[config.mk]
export PLATFORM = sky130hd
export DESIGN_NAME = lsc_out_fifo
export DESIGN_NICKNAME = d
export VERILOG_FILES = /design/src/lsc_pkg.sv /design/src/lsc_out_fifo.sv
export SDC_FILE = /design/constraint.sdc
export NUM_CORES = 1
export LEC_CHECK = 0
export ABC_AREA = 1
export BUFFER_PORTS_ARGS = -buffer_cell sky130_fd_sc_hd__buf_2
export CORE_ASPECT_RATIO = 0.9
export CORE_MARGIN = 2
export CORE_UTILIZATION = 55
export CTS_CLUSTER_SIZE = 14
export DETAILED_ROUTE_END_ITERATION = 10
export PLACE_DENSITY = 0.74
export SLEW_MARGIN = 5
export SYNTH_ARGS = -nofsm -noshare
export SYNTH_HDL_FRONTEND = slang
export SYNTH_SLANG_ARGS = --single-unit
[constraint.sdc]
create_clock -name clock -period 6.9 [get_ports clock]
set_input_delay 0.69 -clock clock [delete_from_list [all_inputs] [get_ports clock]]
set_output_delay 0.69 -clock clock [all_outputs]
set_load 0.01 [all_outputs]
[src/lsc_pkg.sv]
// Shared types and constants of the lookahead stereo compressor.
// Depends on nothing; every other file of the block uses it.
`timescale 1ns / 1ps

package lsc_pkg;

   // Field widths of the channels and the configuration registers.
   localparam int SAMPLE_W   = 32;
   localparam int PAIR_W     = 2 * SAMPLE_W;
   localparam int GAIN_W     = 25;
   localparam int COUNT_W    = 21;
   localparam int LEN_W      = 20;
   localparam int THR_W      = 31;
   localparam int LOOK_W     = 11;
   localparam int CSR_IDX_W  = 4;
   localparam int CSR_DATA_W = 32;
   localparam int PROD_W     = SAMPLE_W + GAIN_W;
   localparam int FRAC_W     = 24;

   // Output queue depth and the widths that follow from it.
   localparam int OUTQ_DEPTH = 4;
   localparam int OUTQ_AW    = 2;
   localparam int OUTQ_CW    = 3;

   // Gain and counter limits.
   localparam logic [GAIN_W-1:0]  GAIN_ONE  = 25'h100_0000;
   localparam logic [GAIN_W-1:0]  GAIN_MAX  = 25'h1FF_FFFF;
   localparam logic [COUNT_W-1:0] COUNT_MAX = 21'h1F_FFFF;

   // Item kinds on the input channel.
   localparam logic ACT_SAMPLE = 1'b0;
   localparam logic ACT_FLUSH  = 1'b1;

   // Configuration register indexes.
   localparam logic [CSR_IDX_W-1:0] REG_TRIP_LEVEL      = 4'd0;
   localparam logic [CSR_IDX_W-1:0] REG_HOLD_GAIN       = 4'd1;
   localparam logic [CSR_IDX_W-1:0] REG_ATTACK_LENGTH   = 4'd2;
   localparam logic [CSR_IDX_W-1:0] REG_ATTACK_STEP     = 4'd3;
   localparam logic [CSR_IDX_W-1:0] REG_RELEASE_LENGTH  = 4'd4;
   localparam logic [CSR_IDX_W-1:0] REG_RELEASE_STEP    = 4'd5;
   localparam logic [CSR_IDX_W-1:0] REG_HOLD_LIMIT      = 4'd6;
   localparam logic [CSR_IDX_W-1:0] REG_LOOK_DISTANCE   = 4'd7;

   // Gain controller modes.
   typedef enum logic [1:0] {
      MODE_IDLE   = 2'd0,
      MODE_ATTACK = 2'd1,
      MODE_HOLD   = 2'd2
   } mode_type;

   // Configuration register file.
   typedef struct packed {
      logic [THR_W-1:0]  trip_level;
      logic [GAIN_W-1:0] hold_gain;
      logic [LEN_W-1:0]  attack_length;
      logic [GAIN_W-1:0] attack_step;
      logic [LEN_W-1:0]  release_length;
      logic [GAIN_W-1:0] release_step;
      logic [LEN_W-1:0]  hold_limit;
      logic [LOOK_W-1:0] look_distance;
   } cfg_type;

   localparam cfg_type CFG_RESET = '{
      trip_level:      31'd16384,
      hold_gain:       25'd8388608,
      attack_length:   20'd1764,
      attack_step:     25'd4755,
      release_length:  20'd4410,
      release_step:    25'd1902,
      hold_limit:      20'd4410,
      look_distance:   11'd2000
   };

   // Gain decision for one item, passed from the controller to the scaler.
   typedef struct packed {
      logic              apply;
      logic [GAIN_W-1:0] gain;
   } gain_cmd_type;

endpackage

[src/lsc_out_fifo.sv]
// Result queue that decouples the pipeline from the output handshake.
// Depends on lsc_pkg for the queue depth and the pair width.
`timescale 1ns / 1ps

module lsc_out_fifo (
   input  logic                        clock,
   input  logic                        reset,
   input  logic                        push,
   input  logic [lsc_pkg::PAIR_W-1:0]  push_pair,
   input  logic                        pop,
   output logic                        not_empty,
   output logic [lsc_pkg::PAIR_W-1:0]  head_pair,
   output logic [lsc_pkg::OUTQ_CW-1:0] fill
);
   import lsc_pkg::*;

   logic [PAIR_W-1:0]  entry_ff [OUTQ_DEPTH];
   logic [OUTQ_AW-1:0] wr_ptr_ff, wr_ptr_in;
   logic [OUTQ_AW-1:0] rd_ptr_ff, rd_ptr_in;
   logic [OUTQ_CW-1:0] fill_ff, fill_in;

   // Pointer and fill count updates.
   always_comb begin
      wr_ptr_in = push ? (wr_ptr_ff + 1'b1) : wr_ptr_ff;
      rd_ptr_in = pop ? (rd_ptr_ff + 1'b1) : rd_ptr_ff;
      fill_in   = fill_ff;
      if (push && !pop) begin
         fill_in = fill_ff + 1'b1;
      end else if (pop && !push) begin
         fill_in = fill_ff - 1'b1;
      end
   end

   always_ff @(posedge clock) begin
      if (reset) begin
         wr_ptr_ff <= '0;
         rd_ptr_ff <= '0;
         fill_ff   <= '0;
      end else begin
         wr_ptr_ff <= wr_ptr_in;
         rd_ptr_ff <= rd_ptr_in;
         fill_ff   <= fill_in;
      end
   end

   // Entry storage.
   always_ff @(posedge clock) begin
      if (push) begin
         entry_ff[wr_ptr_ff] <= push_pair;
      end
   end

   assign not_empty = fill_ff != '0;
   assign head_pair = entry_ff[rd_ptr_ff];
   assign fill      = fill_ff;

endmodule

# Word-level counts from Yosys, hierarchy flattened
# Memory sizes are Yosys's and may differ from the RTL's. A register that Yosys moved wholly into a read port is not among the register bits.
# Cells that the tools add are included.
# totals
regBits	7
ram_bits	256
out_inout_bits	68
memories	1
# op_classes
addsub	4
n_mux	6
reduce_logical	6
# memory_table
memory	words	width	read_ports	rd_clocked_by_memory_dff	wr	line	source
entry_ff	4	64	1	1	1	lsc_out_fifo.sv:17	logic [PAIR_W-1:0] entry_ff [OUTQ_DEPTH];
# op_table
cell	n
3-bit two-way mux	2
2-bit by 1-bit adder with 2-bit output (second input constant)	2
2-bit two-way mux	2
3-bit by 1-bit adder with 3-bit output (second input constant)	1
3-bit nonzero test	1
3-bit by 1-bit subtractor with 3-bit output (second input constant)	1
1-bit logical AND	2
1-bit logical NOT	2
1-bit two-way mux	2
2-bit nonzero test	1

# Depth between registers and ports, before layout
# depth
word_depth	4
ltp_mapped	10
depth_no_buf	10

# Least setup slack after synthesis
# Ideal clock, no wire load.
# synth_path
path_type	input to register
startpoint	input push
endpoint	memory entry_ff[0][0] (netlist bit), enable pin
setup_ns	0.418
arrival_time_ns	1.968
required_time_ns	6.482
setup_slack_ns	4.514
stages	2
path_cell_list	nand2_1 > inv_1
# synth_via
elab_chain_cells	2
# synth_rtl
element	line	source
from (decl)	lsc_out_fifo.sv:8	input logic push,
1-bit two-way mux	lsc_out_fifo.sv:48	if (push) begin
1-bit two-way mux (implied by the code)	lsc_out_fifo.sv:49	entry_ff[wr_ptr_ff] <= push_pair;
to (decl)	lsc_out_fifo.sv:17	
# Every way passes these cells.

==> summary.txt <==
Detailed routing
  – DRC: 0
  – Wirelength per Cell: 18.8 µm
  – Vias after detailed routing: ~6000
  – DR vias/cell: 5.60
  – Aggregate routed wire length: roughly 20 mm
  – Initial DRC Count: 457
  – Drt first pass iters: 4
  – Routed Antenna Nets: 0

Timing
  – RSZ-0062 raised after global routing: no
  – Crit path time final: roughly 3.5 ns
  – Rel. slew slack: between 40% and 50%
  – Fmax achieved: 285 MHz
  – Setup Skew: between 0.01 and 0.015 ns
  – Fin. max-slew vios: 0
  – Setup_tns: 0 ns
  – Final period util: approximately half
  – Final Hold Vio Count: 0
  – Worst Tran Pin Value: ~0.85 ns
  – Setup Viol. Count Final: 0

Min path
  – Hold depth: 2
  – Hold_sp: reset
  – Worst hold-check path type: input port to flip-flop
  – WHS Endpoint: fill[0]$_SDFFE_PP0P_

Yosys
  – Async SR Flop Fraction: 0%
  – Avg Cell Area, Syn: roughly 15 µm²
  – Synth Warn #: 0
  – Post-synth top area share: around 77%
  – Post-Synthesis Cells: a little under 700
  – Post-Synth XOR/XNOR Area: less than 1%
  – Mux share of post-synthesis cell area: 0%
  – Area leader, netlist: edfxtp_1
  – Compound-Gate Fraction of Synth Area: a little over a tenth
  – Simple logic cell fraction of the synthesized area: around 5.6%
  – FF+latch count, synth: between 200 and 300
  – Area of the mapped netlist: 9940 µm²
  – Post-synth top cells: 256 x edfxtp_1, 135 x nor2_1, 77 x o21ai_0, 64 x o22ai_1, 56 x o21ai_1
  – Largest cells by area after synthesis: edfxtp_1 77%, nor2_1 5.1%, o22ai_1 4.0%, o21ai_0 3.9%, o21ai_1 2.8%
  – Post-synthesis sequential area ratio: 79.1%
  – Adder-Cell Fraction of Synth Area: less than 1%
  – Synth unique cells: 21
  – Synth Flop Type: edfxtp_1
  – Number of synthesized flops with an enable pin: between 200 and 300
  – Largest family of logic cells by synthesized area: compound AO/OA/AOI/OAI gates
  – Most frequent cell after synthesis: edfxtp_1
  – Syn_nets: 751

Pwr
  – Leakage: about 4.1 nW
  – PwrDens: 304 nW/µm²
  – Maximum vdd drop: about 0.00022 V

Floorplanning
  – Chip width: about 150 µm
  – Area of the core: ~18000 µm²
  – Die height: 132 µm
  – # rows: 46
  – I/O Pins: between 100 and 150
  – Initial core utilization: a little under three fifths
  – Total die area: 19200 µm²

Layout
  – Finished Core Util: roughly two thirds
  – Layout cells sized above 1: 22.3%
  – Fin nets: between 800 and 900
  – Syn-to-layout area delta: 15.8%
  – Post-route cell area: 11500 µm²

Critical path
  – Worst-path fanout max: 66
  – CP peak stage delay: approximately 0.69 ns
  – Crit-path slowest cell: buf_4
  – Critical path class: flip-flop to output pin
  – Setup crit end kind: output pin
  – Critical path, cell by cell: inv_4 -> buf_4 -> nor2_1 -> o22ai_1 -> buf_2
  – Worst r2r src: wr_ptr_ff[0]$_SDFFE_PP0P_
  – Worst Path Required: 6.21 ns
  – Reg2reg path depth: 5
  – Flop-to-flop setup slack: around 4.7 ns
  – RR Endpoint: entry_ff[0][45]$_DFFE_PP_
  – Worst Setup Start Kind: flip-flop
  – CP Data Arrival Time: roughly 2.8 ns

Clocking
  – Post-CTS sizing: 0
  – CTS tree: done
  – Num CTS Buffers: 26
  – CTS Sinks: ~270
  – CTS hold repair buffers: 0
  – H-tree levels: 1
  – Worst skew pair latency: between 0.5 and 0.6 ns
  – CTS max path bufs: 3
  – Setup bufs post-CTS: 0
  – Clock Tree Root: clkbuf_16
  – Clk pin slew, worst setup/hold paths: 0.06 ns

GRT
  – Number of global-route vias before repair: between 6000 and 7000
  – Initial antenna violation count: 1
  – Largest net degree at the start of global routing: 87
  – First-pass GRT wire length: about 31 mm
  – GRT Overall Usage: between 20% and 30%
  – GR Overflow Total: 0

Place
  – Area post-placement: 10700 µm²
  – Hpwl dp: 11.1 mm
  – Routability congestion estimate: 0.732
  – IO Port Bufs: 135

Run status
  – Outcome: complete, no violations

Flow run
  – Max cap viols: 0
## how the worst max path moves through the flow
stage / from / endpoint / slack [ns] / cells after the start
2_1_floorplan: push / entry_ff[0][0]$_DFFE_PP_ / 4.51 / 2
3_3_place_gp: flip-flop / head_pair[12] / 4.02 / 5
3_5_place_dp: flip-flop / head_pair[12] / 3.92 / 5
4_1_cts: flip-flop / head_pair[9] / 3.36 / 5
5_1_grt: flip-flop / head_pair[16] / 3.20 / 5
6_report: flip-flop / head_pair[9] / 3.40 / 5
## routing by layer
metal  track usage [%]  share of wire [%]  wire (µm)  up-vias
met3              5.35                7.6       1520       49
met4              7.14                2.6        522        0
li1                  -                  -          -     2806
met1              26.5                 41       8180     2946
met5                 0                  0          0        -
met2              34.9                 49       9820      181
## metrics by stage
| step | std cells | power, mW | hold WS, ns | setup slack [ns] |
|---|---|---|---|---|
| floorplan | 677 | 2.08 | 0.412 | 4.51 |
| global placement | 1019 | 2.19 | 0.416 | 4.02 |
| detailed placement | 1019 | 2.21 | 0.436 | 3.92 |
| CTS | 1066 | 3.52 | 0.328 | 3.36 |
| global route | 1066 | 3.63 | 0.332 | 3.20 |
| finish | 1068 | 3.50 | 0.339 | 3.40 |
## power by group
part	total [mW]	leakage, nW	switching (mW)	internal [mW]
sequential	1.86	2.43	0.0228	1.84
clock	1.32	0.393	0.541	0.783
combinational	0.313	1.25	0.210	0.103
## cell type report
| type | instances | area [µm²] |
|---|---|---|
| Antenna cell | 2 | 5.00 |
| Clock buffer | 32 | 694 |
| Clock inverter | 15 | 116 |
| Fill cell | 1241 | 6150 |
| Inverter | 17 | 66.3 |
| Multi-Input combinational cell | 354 | 1730 |
| Sequential cell | 265 | 7870 |
| Tap cell | 240 | 300 |
| Timing Repair Buffer | 143 | 736 |
## cells in the final DEF (no fill, tap or decap)
| cell type | count |
|---|---|
| buf_4 | 8 |
| o21ai_0 | 77 |
| clkinv_2 | 3 |
| o21ai_1 | 56 |
| xor2_1 | 1 |
| dfxtp_4 | 1 |
| buf_2 | 135 |
| dfxtp_1 | 7 |
| clkbuf_16 | 27 |
| a21oi_1 | 3 |
| inv_1 | 11 |
| fa_1 | 1 |
| bufinv_16 | 2 |
| clkinv_1 | 9 |
| nand2_1 | 10 |
| ha_1 | 5 |
| nor2_1 | 135 |
| inv_4 | 1 |
| clkinvlp_4 | 1 |
| nand4_1 | 1 |
| dfxtp_2 | 1 |
| edfxtp_1 | 256 |
| inv_2 | 5 |
| diode_2 | 2 |
| clkbuf_1 | 5 |
| o22ai_1 | 64 |
| nand3_1 | 1 |
## worst max-delay path, delay by kind of cell, from the launching register on
family,cells,cell delay (ns)
AO/OA/AOI/OAI,1,0.23
AND/OR/NAND/NOR,1,0.15
buffers and inverters,3,1.38
flip-flops,1,0.48
## registers in the layout, indices dropped and copies added (netlist names), named ones only
register   cells
entry_ff     256
fill           3
rd_ptr_ff      2
wr_ptr_ff      2
## logic make-up after synthesis
kind of cell,Yosys count
AOI/OAI and AO/OA,200
DFF,265
buffers and inverters,58
adders and majority gates,6
xor gates and xnor gates,1
and+or+nand+nor,147
No activity file was read; power rests on OpenSTA's default activity.
