==> config.mk <==
export PLATFORM = sky130hd
export DESIGN_NAME = lsc_scaler
export DESIGN_NICKNAME = d
export VERILOG_FILES = /design/src/lsc_pkg.sv /design/src/lsc_scaler.sv
export SDC_FILE = /design/constraint.sdc
export NUM_CORES = 2
export LEC_CHECK = 0
export BUFFER_PORTS_ARGS = -buffer_cell sky130_fd_sc_hd__buf_4
export CORE_ASPECT_RATIO = 1.75
export CORE_MARGIN = 2
export CORE_UTILIZATION = 30
export CTS_BUF_LIST = sky130_fd_sc_hd__clkbuf_8 sky130_fd_sc_hd__clkbuf_16
export CTS_CLUSTER_SIZE = 8
export DETAILED_ROUTE_END_ITERATION = 10
export SLEW_MARGIN = 10
export SYNTH_ARGS = -nofsm -noshare
export SYNTH_HDL_FRONTEND = slang
export SYNTH_SLANG_ARGS = --single-unit
==> constraint.sdc <==
create_clock -name clock -period 14.92 [get_ports clock]
set_clock_uncertainty 0.15 [all_clocks]
set_input_delay 2.984 -clock clock [delete_from_list [all_inputs] [get_ports clock]]
set_output_delay 2.984 -clock clock [all_outputs]
set_load 0.02 [all_outputs]
==> src/lsc_pkg.sv <==
// Shared types and constants of the lookahead stereo compressor.
// Depends on nothing; every other file of the block uses it.
`timescale 1ns / 1ps

package lsc_pkg;

   // Field widths of the channels and the configuration registers.
   localparam int SAMPLE_W   = 32;
   localparam int PAIR_W     = 2 * SAMPLE_W;
   localparam int GAIN_W     = 25;
   localparam int COUNT_W    = 21;
   localparam int LEN_W      = 20;
   localparam int THR_W      = 31;
   localparam int LOOK_W     = 11;
   localparam int CSR_IDX_W  = 4;
   localparam int CSR_DATA_W = 32;
   localparam int PROD_W     = SAMPLE_W + GAIN_W;
   localparam int FRAC_W     = 24;

   // Output queue depth and the widths that follow from it.
   localparam int OUTQ_DEPTH = 4;
   localparam int OUTQ_AW    = 2;
   localparam int OUTQ_CW    = 3;

   // Gain and counter limits.
   localparam logic [GAIN_W-1:0]  GAIN_ONE  = 25'h100_0000;
   localparam logic [GAIN_W-1:0]  GAIN_MAX  = 25'h1FF_FFFF;
   localparam logic [COUNT_W-1:0] COUNT_MAX = 21'h1F_FFFF;

   // Item kinds on the input channel.
   localparam logic ACT_SAMPLE = 1'b0;
   localparam logic ACT_FLUSH  = 1'b1;

   // Configuration register indexes.
   localparam logic [CSR_IDX_W-1:0] REG_TRIP_LEVEL      = 4'd0;
   localparam logic [CSR_IDX_W-1:0] REG_HOLD_GAIN       = 4'd1;
   localparam logic [CSR_IDX_W-1:0] REG_ATTACK_LENGTH   = 4'd2;
   localparam logic [CSR_IDX_W-1:0] REG_ATTACK_STEP     = 4'd3;
   localparam logic [CSR_IDX_W-1:0] REG_RELEASE_LENGTH  = 4'd4;
   localparam logic [CSR_IDX_W-1:0] REG_RELEASE_STEP    = 4'd5;
   localparam logic [CSR_IDX_W-1:0] REG_HOLD_LIMIT      = 4'd6;
   localparam logic [CSR_IDX_W-1:0] REG_LOOK_DISTANCE   = 4'd7;

   // Gain controller modes.
   typedef enum logic [1:0] {
      MODE_IDLE   = 2'd0,
      MODE_ATTACK = 2'd1,
      MODE_HOLD   = 2'd2
   } mode_type;

   // Configuration register file.
   typedef struct packed {
      logic [THR_W-1:0]  trip_level;
      logic [GAIN_W-1:0] hold_gain;
      logic [LEN_W-1:0]  attack_length;
      logic [GAIN_W-1:0] attack_step;
      logic [LEN_W-1:0]  release_length;
      logic [GAIN_W-1:0] release_step;
      logic [LEN_W-1:0]  hold_limit;
      logic [LOOK_W-1:0] look_distance;
   } cfg_type;

   localparam cfg_type CFG_RESET = '{
      trip_level:      31'd16384,
      hold_gain:       25'd8388608,
      attack_length:   20'd1764,
      attack_step:     25'd4755,
      release_length:  20'd4410,
      release_step:    25'd1902,
      hold_limit:      20'd4410,
      look_distance:   11'd2000
   };

   // Gain decision for one item, passed from the controller to the scaler.
   typedef struct packed {
      logic              apply;
      logic [GAIN_W-1:0] gain;
   } gain_cmd_type;

endpackage

==> src/lsc_scaler.sv <==
// Two-stage gain scaler: magnitude times Q24 gain, then truncation and
// saturation to 32 bits. Depends on lsc_pkg for widths and the gain command.
`timescale 1ns / 1ps

module lsc_scaler (
   input  logic                          clock,
   input  logic                          reset,
   input  logic                          in_valid,
   input  logic [lsc_pkg::PAIR_W-1:0]    in_pair,
   input  lsc_pkg::gain_cmd_type         in_cmd,
   output logic                          busy,
   output logic                          out_valid,
   output logic [lsc_pkg::PAIR_W-1:0]    out_pair
);
   import lsc_pkg::*;

   localparam int Q_W = PROD_W - FRAC_W;

   logic                valid_ff;
   logic                apply_ff;
   logic [1:0]          neg_ff;
   logic [PROD_W-1:0]   prod_ff [2];
   logic [SAMPLE_W-1:0] raw_ff [2];

   logic [SAMPLE_W-1:0] lane_in [2];
   logic [SAMPLE_W-1:0] lane_mag [2];
   logic [1:0]          lane_neg;
   logic [PROD_W-1:0]   lane_prod [2];
   logic [Q_W-1:0]      lane_q [2];
   logic [SAMPLE_W-1:0] lane_out [2];

   assign lane_in[0] = in_pair[PAIR_W-1:SAMPLE_W];
   assign lane_in[1] = in_pair[SAMPLE_W-1:0];

   // First stage: sign and magnitude, one multiplier per channel.
   always_comb begin
      for (int i = 0; i < 2; i++) begin
         lane_neg[i]  = lane_in[i][SAMPLE_W-1];
         lane_mag[i]  = lane_neg[i] ? (~lane_in[i] + 1'b1) : lane_in[i];
         lane_prod[i] = PROD_W'(lane_mag[i]) * PROD_W'(in_cmd.gain);
      end
   end

   always_ff @(posedge clock) begin
      if (reset) begin
         valid_ff <= 1'b0;
      end else begin
         valid_ff <= in_valid;
      end
   end

   always_ff @(posedge clock) begin
      apply_ff <= in_cmd.apply;
      neg_ff   <= lane_neg;
      for (int i = 0; i < 2; i++) begin
         prod_ff[i] <= lane_prod[i];
         raw_ff[i]  <= lane_in[i];
      end
   end

   // Second stage: drop the fraction, saturate, restore the sign.
   always_comb begin
      for (int i = 0; i < 2; i++) begin
         lane_q[i] = prod_ff[i][PROD_W-1:FRAC_W];
         if (neg_ff[i]) begin
            // A negative result can reach down to minus two to the 31st.
            if (lane_q[i] > {2'b01, {(Q_W-2){1'b0}}}) begin
               lane_out[i] = {1'b1, {(SAMPLE_W-1){1'b0}}};
            end else begin
               lane_out[i] = ~lane_q[i][SAMPLE_W-1:0] + 1'b1;
            end
         end else begin
            if (lane_q[i] > {2'b00, {(Q_W-2){1'b1}}}) begin
               lane_out[i] = {1'b0, {(SAMPLE_W-1){1'b1}}};
            end else begin
               lane_out[i] = lane_q[i][SAMPLE_W-1:0];
            end
         end
         if (!apply_ff) begin
            lane_out[i] = raw_ff[i];
         end
      end
   end

   assign busy      = valid_ff;
   assign out_valid = valid_ff;
   assign out_pair  = {lane_out[0], lane_out[1]};

endmodule

### After elaboration in Yosys (flattened, before gate mapping)

Memories as Yosys holds them, arrays and structs flattened.
Cells that the tools add are included.
W data, S select, Z words.

* flip-flop bits (word level): 4
* bits in writable memories: 178
* output and inout bits: 66
* word-level logic and storage cells: 29
* memories kept: 2

Memory list
* prod_ff: words 2, width 57, rd ports 2, clocked after memory_dff 0, write ports 2, RTL line lsc_scaler.sv:22 `logic [PROD_W-1:0] prod_ff [2];`
* raw_ff: words 2, width 32, rd ports 2, clocked after memory_dff 0, write ports 2, RTL line lsc_scaler.sv:23 `logic [SAMPLE_W-1:0] raw_ff [2];`

* $add $sub $neg: 4
* multipliers: 2
* magnitude comparators: 4
* multiplexer cells: 10
* bitwise logic cells: 4

Operator list (count)
* $mux W32: 10
* $add A32 B1 Y32 const B: 4
* $not A32 Y32: 4
* $mul A32 B25 Y57: 2
* $gt A33 B31 Y1 const B: 2
* $gt A33 B32 Y1 const B: 2

### Longest topological paths before layout

* depth after elaboration: 5
* gate-level depth with buffers: 37

### Worst setup path after synthesis

OpenSTA, ideal clock, no wires.

* path type: input to register
* start point: in in_pair[38] in the netlist's numbering
* end point: mem prod_ff[0][56] in the netlist's numbering
* arrival time: 11856 ps
* required time: 14641 ps
* path slack: 2785 ps
* stages on the path: 32
* path buffers: 3
* path through: or4_1 -> or2_2 -> or4_1 -> clkbuf_1 -> or3_1 -> o41ai_2 -> nand2_1 -> xor2_1 -> clkbuf_1 -> nand2_1 -> fa_1 -> inv_1 -> fa_1 -> inv_1 -> fa_1 -> inv_1 -> fa_1 -> fa_1 -> fa_1 -> inv_1 -> fa_1 -> inv_1 -> ha_1 -> clkbuf_1 -> nand4_1 -> or3_1 -> a211oi_1 -> o21ai_0 -> and4_1 -> o221a_2 -> o41ai_1 -> xnor2_1

RTL lines
* start, declared: RTL line lsc_scaler.sv:9 `input logic [lsc_pkg::PAIR_W-1:0] in_pair,`
* end, declared: RTL line lsc_scaler.sv:22

==> metrics.md <==
| Metric | Value |
|---|---|
| GRT Residual Overflow | 0 |
| Endpoints failing hold | 0 |
| Register bit total from synthesis | 132 |
| Number of nets at the end of the flow | slightly above 8,000 |
| Clock-pin slew on the worst setup and hold paths | about 50 ps |
| Final setup violation count | 0 |
| Number of global-route vias before repair | approximately 51,000 |
| Initial Util | 0.301 |
| Y dimension of the die | slightly below 600 um |
| EDFF count, synth | 0 |
| Share of cells above drive strength 1 | 0.0518 |
| Startpoint type of the worst setup path | input pin |
| Sequential fraction of the synthesis area | 0.0460 |
| Top achievable clock speed | between 70 and 80 MHz |
| Cell types with the highest counts after synthesis | sky130_fd_sc_hd__inv_1 (1,490), sky130_fd_sc_hd__fa_1 (1,372), sky130_fd_sc_hd__nand2_1 (946) |
| Placed instance area | 0.0617 mm^2 |
| IO buf count | about 160 |
| Unrepaired setup endpoints after global routing | no |
| Outcome | finished, final reports clean |
| Hold WC Path Type | input pin to flip-flop |
| Post-synthesis cell type with the largest combined area | sky130_fd_sc_hd__fa_1 |
| Routed length per instance | approximately 20 um |
| Most prevalent standard cell on the critical path | sky130_fd_sc_hd__fa_1 |
| Total number of yosys warnings | 0 |
| Total negative slack for setup checks | 0 ps |
| Count of pins on the block boundary | approximately 160 |
| Clock Path Buffers | 3 |
| Worst-margin pin slew | roughly 1300 ps |
| Critical path endpoint category | flip-flop |
| Total core area | 0.190 mm^2 |
| Crit path arrival time | between 10,000 and 15,000 ps |
| TritonRoute pass-1 iters | 6 |
| Design area | just over 0.06 mm^2 |
| Mapped Cells | between 6,000 and 7,000 |
| Layout Area Growth over Synthesis | 8.59% |
| Post-route fraction of the period consumed by the critical path | 0.863 |
| Critical setup path kind | input pin to flip-flop |
| Hold-fix buffers at CTS | 0 |
| Post-route ant nets | 0 |
| Clock root buffer | sky130_fd_sc_hd__clkbuf_16 |
| Vias per cell | between 5 and 6 |
| Number of buffers added for setup after CTS | 0 |
| Number of buffers created by CTS | 25 |
| Number of max-slew violations in the final report | 0 |
| Syn nets | around 8,400 |
| Gpl congestion | between 0.9 and 1 |
| Worst stage delay on the critical path | 830 ps |
| DRC Markers | 0 |
| Dominant cell by count in the synthesized netlist | sky130_fd_sc_hd__inv_1 |
| Gates resized, CTS repair | 0 |
| First-pass GRT wire length | roughly 290,000 um |
| Area share of the leading cell type in the synthesized netlist | 0.478 |
| Endpoint required time on the critical path | around 15,000 ps |
| Main synth FF type | sky130_fd_sc_hd__dfxtp_1 |
| Detailed Route Iter0 Violations | approximately 2,300 |
| Horizontal extent of the die | between 300 and 400 um |
| Antenna violations before repair | 5 |
| Final wirelength | between 150,000 and 200,000 um |
| Mean cell area of the mapped netlist | between 8 and 9 um^2 |
| CTS tree | built |
| Max FO, Critical Path | 25 |
| Synth unique cells | 77 |
| Critical-path top delay cell | sky130_fd_sc_hd__xor2_4 |
| Maximum number of pins on one net before global-route repair | 66 |
| Clk sink count | ~130 |
| Total number of vias | approximately 45,000 |
| Die Area | around 0.19 mm^2 |
| Detailed placer's ending HPWL | 139,000 um |
| Netlist Area Pre-Place | around 0.057 mm^2 |
| Overall routing resource usage | 0.192 |
| Worst rel slew slack | 0.140 |
| Time the final worst path needs with I/O delays and setup | 12,880 ps |
| Num rows | 212 |
| Max-cap violations | 0 |
| FFs w/ async S/R, synth | 0 |
| H-Tree Depth | 4 |
| Synth area leaders | sky130_fd_sc_hd__fa_1 (48%), sky130_fd_sc_hd__inv_1 (9.7%), sky130_fd_sc_hd__and2_1 (8.4%) |
metal layers:
metal,global-route usage,up-vias,share of wire
li1,-,19200,-
met1,0.191,23500,0.33
met2,0.374,1391,0.56
met3,0.0168,612,0.038
met4,0.127,0,0.075
met5,0,-,0
cells by family (layout without fill, tap and decap cells):
family | after synthesis | after routing | share of synthesized area
AOI/OAI and AO/OA | 530 | 530 | 0.0599
other | 0 | 4 | 0
adders and majority gates | 1756 | 1756 | 0.562
muxes | 4 | 4 | 0.000719
buffers and inverters | 1851 | 1736 | 0.121
xor gates and xnor gates | 131 | 131 | 0.0200
and+or+nand+nor | 2172 | 2172 | 0.190
DFF | 132 | 132 | 0.0460
worst max-delay path, delay by kind of cell:
kind / cells / cell delay (ps)
xor gates and xnor gates: 2 / 990
adders and majority gates: 8 / 4000
and+or+nand+nor: 7 / 2990
buffers and inverters: 6 / 420
AOI/OAI and AO/OA: 6 / 1750
flip-flops by register name, summed over array words and instances, names as in the netlist:
signal,cells
apply_ff,1
busy,1
neg_ff,2
prod_ff,66
raw_ff,62
placed cells by master (no fill, tap or decap), types with 19 or more instances in the layout:
cell type,synthesis,final
sky130_fd_sc_hd__inv_1,1490,1492
sky130_fd_sc_hd__fa_1,1372,1372
sky130_fd_sc_hd__nand2_1,946,946
sky130_fd_sc_hd__and2_1,774,774
sky130_fd_sc_hd__ha_1,384,384
sky130_fd_sc_hd__buf_4,1,214
sky130_fd_sc_hd__nor2_1,160,159
sky130_fd_sc_hd__a21oi_1,157,157
sky130_fd_sc_hd__dfxtp_1,132,131
sky130_fd_sc_hd__o21ai_0,101,100
sky130_fd_sc_hd__a21o_1,62,62
sky130_fd_sc_hd__xnor2_1,105,54
sky130_fd_sc_hd__nor3_1,50,50
sky130_fd_sc_hd__nor2b_1,44,44
sky130_fd_sc_hd__nand4_1,43,43
sky130_fd_sc_hd__xnor2_4,0,39
sky130_fd_sc_hd__a31oi_1,29,29
sky130_fd_sc_hd__clkbuf_16,0,25
sky130_fd_sc_hd__or3_1,24,24
sky130_fd_sc_hd__nand3_1,22,22
sky130_fd_sc_hd__o31ai_1,21,21
sky130_fd_sc_hd__o21bai_1,20,20
sky130_fd_sc_hd__a211oi_1,20,20
sky130_fd_sc_hd__xor2_1,26,19
worst paths after layout:
kind / from / to / slack, ps / cells past startpoint
max: in_pair[38] / prod_ff[0][55] / 2040 / 29
min: in_cmd[25] / apply_ff / 2410 / 1
through the flow:
step | hold WS, ps | instances | utilization | setup slack, ps
global placement | 2940 | 8890 | 0.324 | 1610
finish | 2410 | 8926 | 0.327 | 2040
CTS | 2400 | 8922 | 0.327 | 2060
detailed placement | 2940 | 8890 | 0.324 | 1520
global route | 2410 | 8923 | 0.327 | 1500
floorplan | 2860 | 6576 | - | 2790
layout make-up:
cell class / count / area (um^2)
antenna: 4 / 10.0
clock inverter: 6 / 27.5
fill: 19800 / 128000
sequential: 132 / 2650
tap: 2461 / 3080
multi-input combinational: 4593 / 48700
inverter: 1490 / 5590
timing repair buffer: 214 / 1610
clock buffer: 26 / 639
Power is left out: the tool's default activity adds up to more than one toggle a clock period on the data nets, which glitch-free logic cannot reach.
