### config.mk
export PLATFORM = sky130hd
export DESIGN_NAME = lsc_gain_ctrl
export DESIGN_NICKNAME = d
export VERILOG_FILES = /design/src/lsc_pkg.sv /design/src/lsc_gain_ctrl.sv
export SDC_FILE = /design/constraint.sdc
export NUM_CORES = 1
export LEC_CHECK = 0
export BUFFER_PORTS_ARGS = -buffer_cell sky130_fd_sc_hd__buf_2
export CORE_MARGIN = 2
export CORE_UTILIZATION = 41
export DETAILED_ROUTE_END_ITERATION = 8
export PLACE_DENSITY_LB_ADDON = 0.3
export RECOVER_POWER = 25
export SLEW_MARGIN = 20
export SYNTH_ARGS = -nofsm -noshare
export SYNTH_HDL_FRONTEND = slang
export SYNTH_SLANG_ARGS = --single-unit
### constraint.sdc
create_clock -name clock -period 15.65 [get_ports clock]
set_input_delay 2.3475 -clock clock [delete_from_list [all_inputs] [get_ports clock]]
set_output_delay 2.3475 -clock clock [all_outputs]
set_load 0.01 [all_outputs]
### src/lsc_pkg.sv
// Shared types and constants of the lookahead stereo compressor.
// Depends on nothing; every other file of the block uses it.
`timescale 1ns / 1ps

package lsc_pkg;

   // Field widths of the channels and the configuration registers.
   localparam int SAMPLE_W   = 32;
   localparam int PAIR_W     = 2 * SAMPLE_W;
   localparam int GAIN_W     = 25;
   localparam int COUNT_W    = 21;
   localparam int LEN_W      = 20;
   localparam int THR_W      = 31;
   localparam int LOOK_W     = 11;
   localparam int CSR_IDX_W  = 4;
   localparam int CSR_DATA_W = 32;
   localparam int PROD_W     = SAMPLE_W + GAIN_W;
   localparam int FRAC_W     = 24;

   // Output queue depth and the widths that follow from it.
   localparam int OUTQ_DEPTH = 4;
   localparam int OUTQ_AW    = 2;
   localparam int OUTQ_CW    = 3;

   // Gain and counter limits.
   localparam logic [GAIN_W-1:0]  GAIN_ONE  = 25'h100_0000;
   localparam logic [GAIN_W-1:0]  GAIN_MAX  = 25'h1FF_FFFF;
   localparam logic [COUNT_W-1:0] COUNT_MAX = 21'h1F_FFFF;

   // Item kinds on the input channel.
   localparam logic ACT_SAMPLE = 1'b0;
   localparam logic ACT_FLUSH  = 1'b1;

   // Configuration register indexes.
   localparam logic [CSR_IDX_W-1:0] REG_TRIP_LEVEL      = 4'd0;
   localparam logic [CSR_IDX_W-1:0] REG_HOLD_GAIN       = 4'd1;
   localparam logic [CSR_IDX_W-1:0] REG_ATTACK_LENGTH   = 4'd2;
   localparam logic [CSR_IDX_W-1:0] REG_ATTACK_STEP     = 4'd3;
   localparam logic [CSR_IDX_W-1:0] REG_RELEASE_LENGTH  = 4'd4;
   localparam logic [CSR_IDX_W-1:0] REG_RELEASE_STEP    = 4'd5;
   localparam logic [CSR_IDX_W-1:0] REG_HOLD_LIMIT      = 4'd6;
   localparam logic [CSR_IDX_W-1:0] REG_LOOK_DISTANCE   = 4'd7;

   // Gain controller modes.
   typedef enum logic [1:0] {
      MODE_IDLE   = 2'd0,
      MODE_ATTACK = 2'd1,
      MODE_HOLD   = 2'd2
   } mode_type;

   // Configuration register file.
   typedef struct packed {
      logic [THR_W-1:0]  trip_level;
      logic [GAIN_W-1:0] hold_gain;
      logic [LEN_W-1:0]  attack_length;
      logic [GAIN_W-1:0] attack_step;
      logic [LEN_W-1:0]  release_length;
      logic [GAIN_W-1:0] release_step;
      logic [LEN_W-1:0]  hold_limit;
      logic [LOOK_W-1:0] look_distance;
   } cfg_type;

   localparam cfg_type CFG_RESET = '{
      trip_level:      31'd16384,
      hold_gain:       25'd8388608,
      attack_length:   20'd1764,
      attack_step:     25'd4755,
      release_length:  20'd4410,
      release_step:    25'd1902,
      hold_limit:      20'd4410,
      look_distance:   11'd2000
   };

   // Gain decision for one item, passed from the controller to the scaler.
   typedef struct packed {
      logic              apply;
      logic [GAIN_W-1:0] gain;
   } gain_cmd_type;

endpackage

### src/lsc_gain_ctrl.sv
// Gain controller: idle, attack and hold modes with linear ramps.
// Depends on lsc_pkg for the mode type, the configuration and the gain command.
`timescale 1ns / 1ps

module lsc_gain_ctrl (
   input  logic                          clock,
   input  logic                          reset,
   input  logic                          step,
   input  logic [lsc_pkg::SAMPLE_W-1:0]  test_left,
   input  logic [lsc_pkg::SAMPLE_W-1:0]  test_right,
   input  lsc_pkg::cfg_type              cfg,
   output lsc_pkg::gain_cmd_type         cmd
);
   import lsc_pkg::*;

   mode_type           mode_ff, mode_in;
   logic [COUNT_W-1:0] count_ff, count_in;
   logic [GAIN_W-1:0]  gain_ff, gain_in;

   logic [SAMPLE_W-1:0] mag_left, mag_right;
   logic                hit;
   logic [COUNT_W-1:0]  count_inc, hold_count;
   logic                hold_done;
   logic [GAIN_W-1:0]   gain_dec, gain_inc;
   logic [GAIN_W:0]     gain_sum;

   // Overshoot test on the newest sample; the magnitude of the most negative
   // value is its unsigned negation.
   assign mag_left  = test_left[SAMPLE_W-1]  ? (~test_left + 1'b1)  : test_left;
   assign mag_right = test_right[SAMPLE_W-1] ? (~test_right + 1'b1) : test_right;
   assign hit = (mag_left > {1'b0, cfg.trip_level}) ||
                (mag_right > {1'b0, cfg.trip_level});

   // Quiet counter of the hold mode, saturating, cleared by an overshoot.
   assign count_inc  = (count_ff < COUNT_MAX) ? (count_ff + 1'b1) : count_ff;
   assign hold_count = hit ? '0 : count_inc;
   assign hold_done  = hold_count > {1'b0, cfg.hold_limit};

   // Ramp steps, saturating at zero and at the gain maximum.
   assign gain_dec = (gain_ff > cfg.attack_step) ? (gain_ff - cfg.attack_step) : '0;
   assign gain_sum = {1'b0, gain_ff} + {1'b0, cfg.release_step};
   assign gain_inc = gain_sum[GAIN_W] ? GAIN_MAX : gain_sum[GAIN_W-1:0];

   // Next mode.
   always_comb begin
      mode_in = mode_ff;
      case (mode_ff)
         MODE_ATTACK: begin
            if (count_ff == '0) begin
               mode_in = MODE_HOLD;
            end
         end
         MODE_HOLD: begin
            if (hold_done) begin
               mode_in = MODE_IDLE;
            end
         end
         default: begin
            if (hit) begin
               mode_in = MODE_ATTACK;
            end
         end
      endcase
   end

   // Counter, gain and the gain used for this item.
   always_comb begin
      count_in  = count_ff;
      gain_in   = gain_ff;
      cmd.apply = 1'b1;
      cmd.gain  = GAIN_ONE;
      case (mode_ff)
         MODE_ATTACK: begin
            if (count_ff != '0) begin
               gain_in  = gain_dec;
               cmd.gain = gain_dec;
               count_in = count_ff - 1'b1;
            end else begin
               gain_in  = cfg.hold_gain;
               cmd.gain = cfg.hold_gain;
            end
         end
         MODE_HOLD: begin
            count_in = hold_count;
            cmd.gain = cfg.hold_gain;
            if (hold_done) begin
               count_in = {1'b0, cfg.release_length};
               gain_in  = cfg.hold_gain;
            end
         end
         default: begin
            // Idle passes the sample through unless a release ramp runs.
            cmd.apply = 1'b0;
            if (count_ff != '0) begin
               gain_in   = gain_inc;
               cmd.gain  = gain_inc;
               cmd.apply = 1'b1;
               count_in  = count_ff - 1'b1;
            end
            if (hit) begin
               count_in = {1'b0, cfg.attack_length};
               gain_in  = GAIN_ONE;
            end
         end
      endcase
   end

   // State advances once for every item that produces a result.
   always_ff @(posedge clock) begin
      if (reset) begin
         mode_ff  <= MODE_IDLE;
         count_ff <= '0;
         gain_ff  <= GAIN_ONE;
      end else if (step) begin
         mode_ff  <= mode_in;
         count_ff <= count_in;
         gain_ff  <= gain_in;
      end
   end

endmodule

* Yosys cells after proc, flatten, opt, wreduce, memory -nomap -nowiden
Cells that the tools add are included.
Storage, ports and cells: register bits 48, input port bits 244, output and inout port bits 26, word-level logic and storage cells 50
Cells by class: add/sub/neg operators 6, magnitude comparators 5, eq/ne operators 4, muxes and demuxes 22, bitwise gates (word level) 2, reduce and logical (&&, ||, !) cells 8
Operators by type and width (count):
- 25-bit 2-to-1 mux | 6
- 21-bit 2-to-1 mux | 5
- 25-bit case mux with 2 select lines | 2
- 32-bit by 1-bit adder with 32-bit output, second input constant | 2
- 32-bit by 31-bit greater-than comparator with 1-bit output | 2
- 32-bit 2-to-1 mux | 2
- 32-bit NOT | 2
- 21-bit case mux with 2 select lines | 1
- 25-bit by 25-bit adder with 26-bit output | 1
- 26-bit 2-to-1 mux | 1
- 25-bit greater-than comparator | 1
- 25-bit subtractor | 1
- 21-bit by 1-bit adder with 21-bit output, second input constant | 1
- 21-bit by 20-bit greater-than comparator with 1-bit output | 1
- 21-bit logical NOT | 1
- 21-bit < comparator, second input constant | 1
- 21-bit nonzero test | 1
- 21-bit by 1-bit subtractor with 21-bit output, second input constant | 1
- 2-bit 2-to-1 mux | 3
- 2-bit != test, second input constant | 2
- 2-bit case mux with 2 select lines | 1
- 4-bit AND reduction | 1
- 4-bit nonzero test | 1
- 3-bit AND reduction | 1
- 6 further kinds | 6

* Longest topological paths before layout
word-level depth 9, depth in mapped cells 34, mapped depth without buffers 30

* Worst setup path before layout
OpenSTA, ideal clock, no wires.
kind input -> register, from in test_left[9] in the netlist's numbering, to reg count_ff[10], setup time 0.114 ns, arrival 8.510 ns, required time 15.536 ns, setup slack 7.026 ns, cell stages on the path 30, path buffers 3, cell sequence or4_1 > or3_1 > inv_1 > nand2_1 > or3_1 > or3_1 > o31ai_1 > xnor2_1 > ha_1 > nand3_1 > nor4_1 > nand3_1 > and2_1 > a22oi_1 > nand2_4 > or2_2 > buf_2 > buf_1 > nor2_1 > ha_1 > a21oi_1 > o21ai_0 > a2111oi_0 > a21oi_1 > nor2_1 > a211o_1 > o31a_1 > buf_2 > mux2_2 > a21o_1
Between the ends: word-level cells in the longest chain between the ends 9, elaborated cells on any way between the ends 10, those cells by class add/sub (1); order compare (2); mux (5); bitwise (1); reduce/logical (1)
Ends and longest elaborated chain:
- start: declaration | line lsc_gain_ctrl.sv:9 | input logic [lsc_pkg::SAMPLE_W-1:0] test_left,
- 32-bit NOT | line lsc_gain_ctrl.sv:29 | assign mag_left = test_left[SAMPLE_W-1] ? (~test_left + 1'b1) : test_left;
- 32-bit by 1-bit adder with 32-bit output | line lsc_gain_ctrl.sv:29
- 32-bit 2-to-1 mux (*) | line lsc_gain_ctrl.sv:29
- 32-bit by 31-bit greater-than comparator with 1-bit output (*) | line lsc_gain_ctrl.sv:31 | assign hit = (mag_left > {1'b0, cfg.trip_level}) ||
- 1-bit logical OR (*) | line lsc_gain_ctrl.sv:31
- 21-bit 2-to-1 mux | line lsc_gain_ctrl.sv:36 | assign hold_count = hit ? '0 : count_inc;
- 21-bit by 20-bit greater-than comparator with 1-bit output | line lsc_gain_ctrl.sv:37 | assign hold_done = hold_count > {1'b0, cfg.hold_limit};
- 21-bit 2-to-1 mux | line lsc_gain_ctrl.sv:86 | if (hold_done) begin
- 21-bit case mux with 2 select lines (*) | line lsc_gain_ctrl.sv:72 | case (mode_ff)
- end signal: assignment | line lsc_gain_ctrl.sv:116 | count_ff <= count_in;
- end: declaration | line lsc_gain_ctrl.sv:17 | logic [COUNT_W-1:0] count_ff, count_in;
Mark *: on every way between the ends. The rest lies on a longest branch, timed or not. A chain may end at the register's enable or synchronous reset.

* Worst setup path after layout
from in test_left[7] in the netlist's numbering, to reg count_ff[7]
The elaborated chain is that of the path after synthesis.

==> flow_summary.json <==
{
  "cts_sinks": 48,
  "fillers": 2549,
  "drive_gt1_frac": 0.179,
  "io-pin-count": 270,
  "fin_hold_ws_ns": 0.490,
  "grt-ovfl-total": 0,
  "cp_max_fo": 23,
  "use_met3": 0.0352,
  "crit_top_cell": "or3_1",
  "cp.required_ns": 15.86,
  "post_cts_buffers": 0,
  "endpoint_kind": "flip-flop",
  "first_global_vias": 10900,
  "cts_buffer_depth": 2,
  "clk_pin_slew_ns": 0.08,
  "diodes": 0,
  "cts_resized": 0,
  "port_buffers": 258,
  "setup_viol": 0,
  "hold_buffers": 0,
  "numCtsBuffers": 5,
  "ys_ff_latch": 48,
  "maxCapViolCount": 0,
  "synth_edf_count": 0,
  "reg2reg_slack_ns": 9.82,
  "async_flop_share": 0,
  "yosys.area.top_type": "ha_1",
  "rsz0062_at_grt": "false",
  "vdd_drop_max_uv": 48.8,
  "place_congestion": 0.967,
  "wirelength_mm": 35.1,
  "via_count": 11500,
  "cpMaxStageDelayCell": "o31a_1",
  "syn_avg_cell_area_sq_um": 7.05,
  "path_depth": 28,
  "rows": 57,
  "avgRoutedWirePerCell_um": 17.8,
  "cts_root_buf": "clkbuf_16",
  "relSlewSlack": 0.108,
  "insertion_delay_ns": 0.32,
  "p_per_area_nw_per_um2": 84.2,
  "synth_warnings": 0,
  "max_stage_delay_ns": 0.87,
  "synth.most_common_cell": "nand2_1",
  "r2r_end": "count_ff[7]",
  "worstPathArrival_ns": 10.67,
  "cts.htree.levels": 2,
  "synthToLayoutAreaGrowth_pct": 15.6,
  "yosys-top-cells-count": "nand2_1, ha_1, nor2_1",
  "period_share": 0.669,
  "path_delay_family": "simple AND/OR/NAND/NOR gates",
  "antenna_left": 0,
  "grtUsageTotal": 0.261,
  "die_x_um": 162,
  "cts_tree": "done",
  "clock_skew_ns": 0.0166,
  "yosysUniqueCellTypes": 77,
  "crit_buf_inv": 2,
  "fin_cells": 1976,
  "p_leak_nw": 5.55,
  "ys.flop_type": "dfxtp_1",
  "drc": 0,
  "antenna_found_initial": 0,
  "worst_setup_path_start_kind": "primary input",
  "dp_cells": 1968,
  "hold_path_class": "reg -> reg",
  "period_minus_slack_ns": 10.46,
  "crit_end": "count_ff[7]",
  "finalHoldViolCount": 0,
  "initial_core_util": 0.418,
  "synth-seq-area-share": 0.0942,
  "drt_iter0_drc": 844,
  "nets": 2035,
  "worst-slew-pin-transition_ns": 1.34,
  "drt_pass1_iterations": 5,
  "place_hpwl_mm": 27.3,
  "yosys-top-cells-area": "ha_1, dfxtp_1, xnor2_1, nand2_1, a21oi_1",
  "status": "complete, no violations",
  "use_met1": 0.343,
  "top_usage_layer": "met2",
  "die_h_um": 162,
  "grt_use_met2": 0.444,
  "synthDominantCellAreaShare": 0.169,
  "startpoint": "test_left[7]",
  "viasPerCell": 5.84,
  "crit_type": "in -> reg",
  "r2r-start": "count_ff[3]",
  "grt_max_degree": 48,
  "synthesis.instances": 1448,
  "min_from": "mode_ff[0]",
  "slew_violations": 0,
  "r2r_cells": 17,
  "syn_nets": 1832,
  "syn_area_sq_um": 10200,
  "core_area_sq_um": 24400,
  "fin_tns_setup_ns": 0,
  "fmax_mhz": 95.6,
  "die_area_sq_um": 26200,
  "grt_pass1_wl_mm": 55.4
}
## worst min-delay path by stage
stage / endpoint / depth (start not counted)
finish: mode_ff[0] / 2
detailed placement: mode_ff[0] / 2
CTS: mode_ff[0] / 2
global route: mode_ff[0] / 2
global placement: mode_ff[0] / 2
floorplan: mode_ff[1] / 2
## layer usage
metal	vias to the layer above	share of wire
met3	53	0.073
li1	5721	-
met2	456	0.46
met4	0	0.023
met1	5317	0.44
met5	-	0
## through the flow
stage | area, sq um | worst slack, ns | util | power, mW
finish | 11800 | 5.19 | 0.484 | 0.993
global placement | 11700 | 5.29 | 0.479 | 0.852
floorplan | 10200 | 7.03 | - | 0.652
global route | 11800 | 4.57 | 0.484 | 1.07
CTS | 11800 | 5.64 | 0.485 | 0.994
detailed placement | 11700 | 5.33 | 0.479 | 0.862
## where the power goes
| part | switching [mW] | internal (mW) |
|---|---|---|
| sequential | 0.0277 | 0.142 |
| clock | 0.0634 | 0.0645 |
| combinational | 0.423 | 0.273 |
| total | 0.514 | 0.479 |
## worst reg2reg max path, cell delays in order, from the launching register on
cell	delay, ns
dfxtp_1	0.52
and4_1	0.32
nand4_1	0.30
nor4_1	0.84
nor2_1	0.25
nand4_1	0.18
xor2_1	0.22
nor2_1	0.07
ha_1	0.31
a21oi_1	0.15
o21ai_0	0.13
a2111oi_0	0.49
a21oi_1	0.16
nor2_1	0.11
a211o_1	0.23
o31a_1	0.88
mux2_2	0.43
a21o_1	0.15
## cell type report
type                       instances  area [sq um]  area share
timing repair buffer             268          1340       0.114
clock inverter                     2          13.8     0.00117
inverter                         107           402      0.0341
clock buffer                       6           139      0.0118
sequential                        48           961      0.0815
multi-input combinational       1221          8530       0.723
tap                              324           405      0.0344
## flip-flops by register name (all words and copies together), names as in the netlist
register / flops
gain_ff: 25
count_ff: 21
mode_ff: 2
## cells in the final DEF, fill, tap and decap left out, types with 11 or more instances in the layout
cell,n
buf_2,243
nand2_1,159
ha_1,137
nor2_1,121
inv_1,106
xnor2_1,100
a21oi_1,91
o21ai_0,68
dfxtp_1,48
a21o_1,43
nand3_1,37
nor3_1,31
nand4_1,29
xor2_1,28
nor4_1,27
a211oi_1,25
and3_1,24
o31ai_1,23
or3_1,19
a31oi_1,18
and2_1,17
o221ai_1,17
a311oi_1,16
clkbuf_1,16
nand2b_1,13
a22oi_1,11
mux2_2,11
## cells by family after synthesis
group / share of synthesized area
xor gates and xnor gates: 0.110
adders and majority gates: 0.173
muxes: 0.0190
buffers and inverters: 0.0710
DFF: 0.0942
and+or+nand+nor: 0.258
AOI/OAI and AO/OA: 0.275
Note: power is estimated with default switching activity, not from simulation.
